### src/hdl/assert_macros.svh
// Assertion macros shared by the guard RTL.
`ifndef ASSERT_MACROS_SVH
`define ASSERT_MACROS_SVH

// same-cycle implication, disabled in reset
`define SDG_ASSERT_IMPLY(label, clk, rstn, ante, cons) \
    label: assert property (@(posedge clk) disable iff (!(rstn)) (ante) |-> (cons)) \
        else $error("%m: implication check failed");

// next-cycle implication, disabled in reset
`define SDG_ASSERT_NEXT(label, clk, rstn, ante, cons) \
    label: assert property (@(posedge clk) disable iff (!(rstn)) (ante) |=> (cons)) \
        else $error("%m: next-cycle check failed");

`endif

### src/hdl/sdg_pkg.sv
// Types and constants of the solver divergence guard.
package sdg_pkg;

    localparam int FLIP_BITS = 8;
    localparam logic [FLIP_BITS-1:0] FLIP_MAX = 8'd255;
    localparam logic [FLIP_BITS-1:0] PERSIST_FLIPS = 8'd5;

    localparam int OSC_FACTOR = 10;
    localparam int PERSIST_FACTOR = 50;

    localparam logic [15:0] GROWTH_RESET = 16'd512;
    localparam logic [15:0] SETTLE_RESET = 16'd655;

    localparam logic [2:0] ST_NONE = 3'd0;
    localparam logic [2:0] ST_NONFINITE = 3'd1;
    localparam logic [2:0] ST_GROWTH = 3'd2;
    localparam logic [2:0] ST_OSC = 3'd3;
    localparam logic [2:0] ST_PERSIST = 3'd4;
    localparam logic [2:0] ST_REGION = 3'd5;

    localparam logic REG_GROWTH = 1'b0;
    localparam logic REG_SETTLE = 1'b1;

    localparam logic KIND_RESIDUAL = 1'b0;
    localparam logic KIND_TICK = 1'b1;

    typedef struct packed {
        logic                 history_invalid;
        logic                 damping;
        logic [FLIP_BITS-1:0] flip_count;
        logic                 region_seen;
    } sdg_flags_t;

endpackage

### src/hdl/sdg_eval.sv
// Next-state and status evaluation for one word of the guard.
module sdg_eval
    import sdg_pkg::*;
#(
    parameter int VALUE_BITS = 32
) (
    input  logic                  kind,
    input  logic [VALUE_BITS-1:0] value,
    input  logic                  not_finite,
    input  logic [15:0]           growth_ratio,
    input  logic [15:0]           settle_threshold,
    input  sdg_flags_t            flags,
    input  logic [VALUE_BITS-1:0] last_peak,
    input  logic [VALUE_BITS-1:0] older_peak,
    input  logic [VALUE_BITS-1:0] last_region_max,
    input  logic [VALUE_BITS-1:0] running_region_max,
    output sdg_flags_t            flags_next,
    output logic [VALUE_BITS-1:0] last_peak_next,
    output logic [VALUE_BITS-1:0] older_peak_next,
    output logic [VALUE_BITS-1:0] last_region_max_next,
    output logic [VALUE_BITS-1:0] running_region_max_next,
    output logic [2:0]            status
);

    localparam int VB = VALUE_BITS;

    logic [VB-1:0]    diff;
    logic [VB+15:0]   grow_lhs;
    logic [VB+15:0]   grow_rhs;
    logic [VB+15:0]   settle_lhs;
    logic [VB+15:0]   settle_rhs;
    logic [VB+3:0]    osc_lhs;
    logic [VB+5:0]    persist_lhs;
    logic             flip;
    logic             hist_ok;
    logic [FLIP_BITS-1:0] flip_inc;

    assign diff = (value > last_peak) ? value - last_peak : last_peak - value;
    assign grow_lhs = {8'd0, value, 8'd0};
    assign grow_rhs = {16'd0, last_peak} * {{VB{1'b0}}, growth_ratio};
    assign settle_lhs = {diff, 16'd0};
    assign settle_rhs = {16'd0, last_peak} * {{VB{1'b0}}, settle_threshold};
    assign osc_lhs = {4'd0, diff} * (VB+4)'(OSC_FACTOR);
    assign persist_lhs = {6'd0, diff} * (VB+6)'(PERSIST_FACTOR);
    assign flip = (last_peak > older_peak) != (value > last_peak);
    assign hist_ok = (older_peak != '0) && (last_peak != '0) && (value != '0);
    assign flip_inc = (flags.flip_count == FLIP_MAX) ? FLIP_MAX :
                      flags.flip_count + FLIP_BITS'(1);

    always_comb begin
        flags_next = flags;
        last_peak_next = last_peak;
        older_peak_next = older_peak;
        last_region_max_next = last_region_max;
        running_region_max_next = running_region_max;
        status = ST_NONE;
        if (kind == KIND_RESIDUAL) begin
            if (!not_finite) begin
                if (value > running_region_max) begin
                    running_region_max_next = value;
                end
                flags_next.region_seen = 1'b1;
            end
        end else begin
            running_region_max_next = '0;
            flags_next.region_seen = 1'b0;
            if (not_finite) begin
                flags_next.damping = 1'b1;
                older_peak_next = last_peak;
                last_peak_next = '0;
                flags_next.history_invalid = 1'b1;
                status = ST_NONFINITE;
            end else if (flags.history_invalid) begin
                older_peak_next = '0;
                last_peak_next = value;
                flags_next.history_invalid = 1'b0;
            end else begin
                older_peak_next = last_peak;
                last_peak_next = value;
                if ((last_peak != '0) && (grow_lhs > grow_rhs)) begin
                    status = ST_GROWTH;
                end else begin
                    if (hist_ok) begin
                        flags_next.flip_count = flip ? flip_inc : '0;
                        if (flip && (osc_lhs > {4'd0, last_peak})) begin
                            flags_next.damping = 1'b1;
                            status = ST_OSC;
                        end else if ((flags_next.flip_count >= PERSIST_FLIPS) &&
                                     (persist_lhs > {6'd0, last_peak})) begin
                            flags_next.damping = 1'b1;
                            flags_next.flip_count = '0;
                            status = ST_PERSIST;
                        end
                    end
                    if ((status == ST_NONE) && flags.region_seen) begin
                        if ((last_region_max != '0) &&
                            ({1'b0, running_region_max} > {last_region_max, 1'b0})) begin
                            status = ST_REGION;
                        end
                        last_region_max_next = running_region_max;
                    end
                    if ((status == ST_NONE) && flags_next.damping && (last_peak != '0) &&
                        (settle_lhs < settle_rhs)) begin
                        flags_next.damping = 1'b0;
                    end
                end
            end
        end
    end

endmodule

### src/hdl/solver_divergence_guard.sv
// Top level of the solver divergence guard: ports, registers and config.
//
//  channel   dir   handshake         payload
//  s_        in    s_tvalid/tready   tdata: value; tuser: kind, not_finite
//  m_        out   m_tvalid/tready   tdata: status, restart_iteration, damping_on
//  apb       in    psel/penable      growth_ratio @0x0, settle_threshold @0x4
//
//  One word per cycle unless a tick word waits: a word is held in the input
//  register, then the evaluation logic updates the guard state and tick results.
//  Residual words produce no result and never wait on the output side.
//  A tick word waits only while the result register is full and not taken.
//  Reset (aresetn low, synchronous) clears state and restores register defaults.
`include "assert_macros.svh"

module solver_divergence_guard
    import sdg_pkg::*;
#(
    parameter int VALUE_BITS = 32
) (
    input  logic                                  aclk,
    input  logic                                  aresetn,
    input  logic                                  s_tvalid,
    output logic                                  s_tready,
    // value
    input  logic [((VALUE_BITS + 7) / 8) * 8-1:0] s_tdata,
    // [0] kind, [1] not_finite
    input  logic [1:0]                            s_tuser,
    output logic                                  m_tvalid,
    input  logic                                  m_tready,
    // [2:0] status, [3] restart_iteration, [4] damping_on, [7:5] zero
    output logic [7:0]                            m_tdata,
    input  logic                                  psel,
    input  logic                                  penable,
    input  logic                                  pwrite,
    input  logic [2:0]                            paddr,
    input  logic [31:0]                           pwdata,
    output logic [31:0]                           prdata,
    output logic                                  pready
);

    logic [15:0]           growth_reg;
    logic [15:0]           settle_reg;
    logic                  in_valid_reg;
    logic                  in_kind_reg;
    logic                  in_nf_reg;
    logic [VALUE_BITS-1:0] in_value_reg;
    sdg_flags_t            flags_reg;
    sdg_flags_t            flags_next;
    logic [VALUE_BITS-1:0] last_peak_reg;
    logic [VALUE_BITS-1:0] last_peak_next;
    logic [VALUE_BITS-1:0] older_peak_reg;
    logic [VALUE_BITS-1:0] older_peak_next;
    logic [VALUE_BITS-1:0] last_region_reg;
    logic [VALUE_BITS-1:0] last_region_next;
    logic [VALUE_BITS-1:0] run_region_reg;
    logic [VALUE_BITS-1:0] run_region_next;
    logic [2:0]            status_next;
    logic                  out_valid_reg;
    logic [2:0]            out_status_reg;
    logic                  out_damp_reg;
    logic                  advance;
    logic                  cfg_write;

    assign pready = 1'b1;
    assign cfg_write = psel && penable && pwrite;
    assign prdata = (paddr[2] == REG_GROWTH) ? {16'd0, growth_reg} : {16'd0, settle_reg};

    always_ff @(posedge aclk) begin
        if (!aresetn) begin
            growth_reg <= GROWTH_RESET;
            settle_reg <= SETTLE_RESET;
        end else if (cfg_write) begin
            if (paddr[2] == REG_GROWTH) begin
                growth_reg <= pwdata[15:0];
            end else begin
                settle_reg <= pwdata[15:0];
            end
        end
    end

    assign advance = in_valid_reg &&
                     ((in_kind_reg == KIND_RESIDUAL) || !out_valid_reg || m_tready);
    assign s_tready = !in_valid_reg || advance;

    always_ff @(posedge aclk) begin
        if (!aresetn) begin
            in_valid_reg <= 1'b0;
        end else if (s_tready) begin
            in_valid_reg <= s_tvalid;
        end
    end

    always_ff @(posedge aclk) begin
        if (s_tready && s_tvalid) begin
            in_kind_reg <= s_tuser[0];
            in_nf_reg <= s_tuser[1];
            in_value_reg <= s_tdata[VALUE_BITS-1:0];
        end
    end

    sdg_eval #(
        .VALUE_BITS(VALUE_BITS)
    ) u_eval (
        .kind                    (in_kind_reg),
        .value                   (in_value_reg),
        .not_finite              (in_nf_reg),
        .growth_ratio            (growth_reg),
        .settle_threshold        (settle_reg),
        .flags                   (flags_reg),
        .last_peak               (last_peak_reg),
        .older_peak              (older_peak_reg),
        .last_region_max         (last_region_reg),
        .running_region_max      (run_region_reg),
        .flags_next              (flags_next),
        .last_peak_next          (last_peak_next),
        .older_peak_next         (older_peak_next),
        .last_region_max_next    (last_region_next),
        .running_region_max_next (run_region_next),
        .status                  (status_next)
    );

    always_ff @(posedge aclk) begin
        if (!aresetn) begin
            flags_reg <= '0;
            last_peak_reg <= '0;
            older_peak_reg <= '0;
            last_region_reg <= '0;
            run_region_reg <= '0;
        end else if (advance) begin
            flags_reg <= flags_next;
            last_peak_reg <= last_peak_next;
            older_peak_reg <= older_peak_next;
            last_region_reg <= last_region_next;
            run_region_reg <= run_region_next;
        end
    end

    always_ff @(posedge aclk) begin
        if (!aresetn) begin
            out_valid_reg <= 1'b0;
        end else if (advance && (in_kind_reg == KIND_TICK)) begin
            out_valid_reg <= 1'b1;
        end else if (m_tready) begin
            out_valid_reg <= 1'b0;
        end
    end

    always_ff @(posedge aclk) begin
        if (advance && (in_kind_reg == KIND_TICK)) begin
            out_status_reg <= status_next;
            out_damp_reg <= flags_next.damping;
        end
    end

    assign m_tvalid = out_valid_reg;
    assign m_tdata = {3'd0, out_damp_reg, out_status_reg != ST_NONE, out_status_reg};

    `SDG_ASSERT_IMPLY(a_nonfinite_damps, aclk, aresetn,
        out_valid_reg && (out_status_reg == ST_NONFINITE), out_damp_reg)
    `SDG_ASSERT_IMPLY(a_osc_damps, aclk, aresetn,
        out_valid_reg && ((out_status_reg == ST_OSC) || (out_status_reg == ST_PERSIST)),
        out_damp_reg)
    `SDG_ASSERT_IMPLY(a_invalid_clears_peak, aclk, aresetn,
        flags_reg.history_invalid, last_peak_reg == '0)
    `SDG_ASSERT_NEXT(a_residual_no_result, aclk, aresetn,
        advance && (in_kind_reg == KIND_RESIDUAL) && !out_valid_reg, !out_valid_reg)

endmodule

### config.mk
export PLATFORM = sky130hd
export DESIGN_NAME = solver_divergence_guard
export DESIGN_NICKNAME = d
export VERILOG_FILES = /design/src/hdl/sdg_pkg.sv /design/src/hdl/sdg_eval.sv /design/src/hdl/solver_divergence_guard.sv
export VERILOG_INCLUDE_DIRS = /design/src /design/src/hdl
export SDC_FILE = /design/constraint.sdc
export NUM_CORES = 2
export LEC_CHECK = 0
export ABC_CLOCK_PERIOD_IN_PS = 10650
export BUFFER_PORTS_ARGS = -buffer_cell sky130_fd_sc_hd__buf_2
export CAP_MARGIN = 20
export CORE_AREA = 2 2 268 534
export DETAILED_ROUTE_END_ITERATION = 10
export DIE_AREA = 0 0 270 536
export PLACE_DENSITY_LB_ADDON = 0.08
export SLEW_MARGIN = 10
export SYNTH_ARGS = -nofsm -noshare
export SYNTH_HDL_FRONTEND = slang
export SYNTH_HIERARCHICAL = 1
export SYNTH_SLANG_ARGS = --single-unit
### constraint.sdc
create_clock -name aclk -period 10.65 [get_ports aclk]
set_input_delay 1.065 -clock aclk [delete_from_list [all_inputs] [get_ports aclk]]
set_output_delay 1.065 -clock aclk [all_outputs]
set_load 0.005 [all_outputs]
; ---- After elaboration in Yosys (flattened, before gate mapping)
; Cells that the tools add are included.
[classes]
addsub = 3
n_mul = 4
div = 0
order_cmp = 9
n_eq_ne = 4
n_shift = 0
mux = 44
bitwise_logic = 5
n_reduce_logical = 38
[op_table]
columns = cell, count
row1 = $mux W32, 7
row2 = $reduce_bool A32 Y1, 4
row3 = $gt A32 B32 Y1, 3
row4 = $mul A32 B16 Y48, 2
row5 = $mux W9, 9
row6 = $sub A32 B32 Y32, 2
row7 = $gt A40 B48 Y1, 1
row8 = $lt A48 B48 Y1, 1
row9 = $mux W3, 13
row10 = $gt A38 B32 Y1, 1
row11 = $mul A32 B5 Y37 const B, 1
row12 = $gt A36 B32 Y1, 1
row13 = $mul A32 B3 Y35 const B, 1
row14 = $gt A32 B33 Y1, 1
row15 = $mux W8, 4
row16 = $mux W16, 1
row17 = $logic_and A1 B1 Y1, 15
row18 = $reduce_and A6 Y1, 2
row19 = $add A8 B1 Y8 const B, 1
row20 = $eq A8 B8 Y1 const B, 1
row21 = $ge A8 B3 Y1 const B, 1
row22 = $mux W1, 8
row23 = $reduce_and A2 Y1, 4
row24 = $logic_not A3 Y1, 2
row25 = other kinds (12), 21
[totals]
regBits = 211
latchBits = 0
ram_bits = 0
romBits = 0
output_inout_bits = 43
word_cells = 126
memories = 0

; ---- Depth between registers and ports, before layout
[logic_depth]
word_depth = 28
mapped_depth = 44
ltp_nobuf = 42

; ---- Hierarchy
; Netlist, hierarchy kept.
[modules_own_cells]
columns = module, n_inst, cells_each, area_each_um2, seq_area_each_um2
row1 = sdg_eval, 1, 5903, 47548.1, 0.0
row2 = solver_divergence_guard, 1, 817, 8264.2, 4604.4

; ---- Least setup slack after synthesis
; OpenSTA, ideal clock, no wires.
[synth_path]
path_type = reg-to-reg
from = reg last_peak_reg[11]
to = reg last_region_reg[10]
arrival_time_ps = 8957
path_slack_ps = 1622
stages_incl_launch_ff = 40
n_path_buf = 3
path_cell_list = dfxtp_1 -> clkbuf_1 -> clkbuf_1 -> nand2_1 -> fa_1 -> inv_1 -> fa_1 -> fa_1 -> fa_1 -> inv_1 -> fa_1 -> inv_1 -> fa_1 -> ha_1 -> a211oi_1 -> o21ai_0 -> nand4_1 -> nand3_1 -> (+4 left out) -> a21oi_1 -> xnor2_1 -> ha_1 -> nand4_1 -> nor4_1 -> nand3_1 -> a221oi_1 -> a2111oi_0 -> nand4b_1 -> nor4_1 -> nand4_1 -> a211oi_1 -> nor2_1 -> nand4_4 -> buf_6 -> mux2i_1 -> nand2_1 -> mux2i_1
[synth_between]
elab_chain_len = 15
elab_cells_between_ends = 31
[synth_lines]
columns = element, line
row1 = start: declaration, solver_divergence_guard.sv:49  ; logic [VALUE_BITS-1:0] last_peak_reg;
row2 = start signal: assignment, solver_divergence_guard.sv:131  ; last_peak_reg <= last_peak_next;
row3 = "$sub A32 B32 Y32, or another cell as far along", sdg_eval.sv:38  ; assign diff = (value > last_peak) ? value - last_peak : last_peak - value;
row4 = $mux W32 / $ne A1 B1 Y1 (equally long branches), "sdg_eval.sv:38, sdg_eval.sv:45"
row5 = $mul A32 B5 Y37 / $mux W8 (equally long branches), "sdg_eval.sv:44, sdg_eval.sv:84"
row6 = $gt A38 B32 Y1 / $ge A8 B3 Y1 (equally long branches), "sdg_eval.sv:89, sdg_eval.sv:88"
row7 = $logic_and A1 B1 Y1, sdg_eval.sv:88  ; end else if ((flags_next.flip_count >= PERSIST_FLIPS) &&
row8 = $mux W3, sdg_eval.sv:88
row9 = $mux W3, sdg_eval.sv:85  ; if (flip && (osc_lhs > {4'd0, last_peak})) begin
row10 = $mux W3, sdg_eval.sv:83  ; if (hist_ok) begin
row11 = $mux W3, sdg_eval.sv:80  ; if ((last_peak != '0) && (grow_lhs > grow_rhs)) begin
row12 = $mux W3, sdg_eval.sv:73  ; end else if (flags.history_invalid) begin
row13 = $mux W3, sdg_eval.sv:67  ; if (not_finite) begin
row14 = $mux W3, sdg_eval.sv:57  ; if (kind == KIND_RESIDUAL) begin
row15 = $logic_not A3 Y1, sdg_eval.sv:95  ; if ((status == ST_NONE) && flags.region_seen) begin
row16 = $logic_and A1 B1 Y1, sdg_eval.sv:95
row17 = $reduce_and A6 Y1 (no source line) (*), -
row18 = end signal: assignment, solver_divergence_guard.sv:133  ; last_region_reg <= last_region_next;
row19 = end: declaration, solver_divergence_guard.sv:53  ; logic [VALUE_BITS-1:0] last_region_reg;
; Mark *: on every way between the ends. The rest lies on a longest branch, timed or not. The select of a mux whose other input is x is not followed.
; A chain may end at the register's enable or synchronous reset.

; ---- Worst setup path in the final report
[layout_path]
from = reg last_peak_reg[20]
to = reg last_region_reg[16]
; Same word-level chain as after synthesis.

==> reports/qor.csv <==
metric;value;unit
status;completed;
chip width;270;µm
largest net degree at the start of global routing;116;
cells taking the most area after synthesis;fa_1 31%, ha_1 15%, nand2_1 8.6%;
Max Slew Vio Count;0;
slowest cell delay on critical path;720;ps
CP Data Arrival Time;10760;ps
synthesized area;0.0558;mm²
final net count;8497;
vias in the first global route;51000;
multi-input logic area;0.0458;mm²
Initial Util;0.396;
Worst-path clk slew;70;ps
final setup violation count;0;
Worst Skew;33.6;ps
most frequent cells after synthesis;1273 x nand2_1, 1038 x inv_1, 865 x fa_1, 676 x ha_1, 291 x clkbuf_1;
area share of the largest cell type after synthesis;0.310;
Post-CTS Setup Inserts;0;
critical path's slowest cell;dfxtp_2;
top-count cell post-synth;nand2_1;
period utilization;0.956;
CTS Sinks;211;
Avg Synthesized Cell Area;8.31;µm²
register area share after synthesis;0.0825;
die height;536;µm
prevailing post-synth register cell;dfxtp_1;
Pwr Density;119;mW/mm²
Core Area;0.141;mm²
Clock Tree Root;clkbuf_16;
# rows;195;
CTS tree;yes;
Finished Layout Cells;8774;
Max-slew headroom;0.285;
final HPWL from detailed placement;164;mm
count of cell types in the netlist;84;
cell count after synthesis;6720;
Antenna Violating Nets Remaining;0;
Area Overhead vs Synth;10.3;%
Die Footprint;0.145;mm²
crit path kind;flop to flop;
port bufs;80;
# hold bufs at CTS;0;
most common cell type on the critical path;fa_1;
register area;0.00467;mm²
vias;47100;
post-synth top area cell;fa_1;
drt drc;0;
Total GRT Usage;0.276;
total clock buffers created by CTS;28;
final WL;197;mm
hold crit path type;flop to flop;
H-tree levels;1;
crit-path max FO;15;
YS warnings;6;
FF+latch count, synth;211;
Peak VDD IR;210;µV
layout cells sized above 1;0.0949;
critical path endpoint category;flop;
DR WL/cell;22.5;µm
fmax;0.0982;GHz
Final Wtd Congestion;0.966;
via/cell ratio;5.37;
critical path startpoint category;flop;
Max Buffers Root-to-Sink;3;
Post-synth ARST share;0;
Worst-Skew Late Latency;660;ps
top-level port count;119;
initial antenna violation count;2;
placed cell count;8721;
CP Data Required Time;11230;ps
first-pass GRT wire length;304;mm
Post-synth EDFFs;38;
initial DRC count;2172;
Max Cap Viol;0;
Lkg Pwr;28.5;nW
global route total overflow;0;
DR pass1 iterations;5;
Worst Tran Pin Value;1050;ps
Final Hold Fails;0;
fill count;14400;
Setup TNS;0;ps
Period minus WS final;10180;ps
[power by group]
part	internal [mW]	total [mW]	switching, mW
registers	0.829	0.863	0.0341
logic	2.47	5.39	2.92
clock network	0.583	1.05	0.463
[cells by family after synthesis]
group | share of synthesized area
adder cells (fa/ha/maj) | 0.462
multiplexers | 0.0445
AND/OR/NAND/NOR | 0.177
buffers and inverters | 0.100
XOR/XNOR | 0.0260
AO/OA/AOI/OAI | 0.107
other | 0.000135
flip-flops | 0.0825
[stage by stage]
| stage | setup WS [ps] | total power, mW | area, µm² | hold slack [ps] | util |
|---|---|---|---|---|---|
| floorplan | 1620 | 4.27 | 55900 | 447 | - |
| global placement | -66.4 | 6.21 | 60400 | 456 | 0.429 |
| detailed placement | -81.5 | 6.26 | 60400 | 467 | 0.429 |
| CTS | 23.8 | 7.36 | 61400 | 477 | 0.436 |
| global route | -14.4 | 8.02 | 61500 | 490 | 0.437 |
| finish | 467 | 7.30 | 61600 | 476 | 0.437 |
[critical path, delay by kind of cell, from the launching register on]
family                     cells  cell delay [ps]
adders and majority gates      8             3790
AOI/OAI and AO/OA             10             2080
and+or+nand+nor               13             1850
buffers and inverters          8             1160
DFF                            1              720
muxes                          2              320
xor gates and xnor gates       1              160
[worst paths after layout]
path / depth (start not counted) / slack (ps) / start / endpoint
setup reg to reg: 42 / 470 / last_peak_reg[20] / last_region_reg[16]
hold reg to reg: 2 / 480 / last_region_reg[19] / last_region_reg[19]
hold / removal: 2 / 480 / last_region_reg[19] / last_region_reg[19]
setup / recovery: 42 / 470 / last_peak_reg[20] / last_region_reg[16]
[cells in the final DEF (no fill, tap or decap), drive strengths merged, types with 197 or more instances in the layout]
cell type  instances
nor2             197
o21ai            267
a21oi            270
nand2           1273
buf              490
ha               676
mux2i            221
fa               865
inv             1043
and2             284
[repair_timing]
action	4_1_cts	5_1_grt
pin swaps	0	0
gates resized for setup	4	33
setup endpoints to repair	33	44
gates cloned	0	0
[cell type report]
class                      count  share of cell area
sequential                   211              0.0758
clock buffer                  34              0.0122
inverter                    1038              0.0633
timing repair buffer         490              0.0624
tap                         1871              0.0380
antenna                        2           0.0000813
clock inverter                17             0.00344
multi-input combinational   5111               0.745
[routing by layer]
metal,share of wire,global-route usage,up-vias
met5,0,0,-
met4,0.079,0.181,0
met3,0.027,0.0165,472
met2,0.56,0.549,1055
met1,0.34,0.273,23700
li1,-,-,21900
Power figures use the tool's default switching activity.
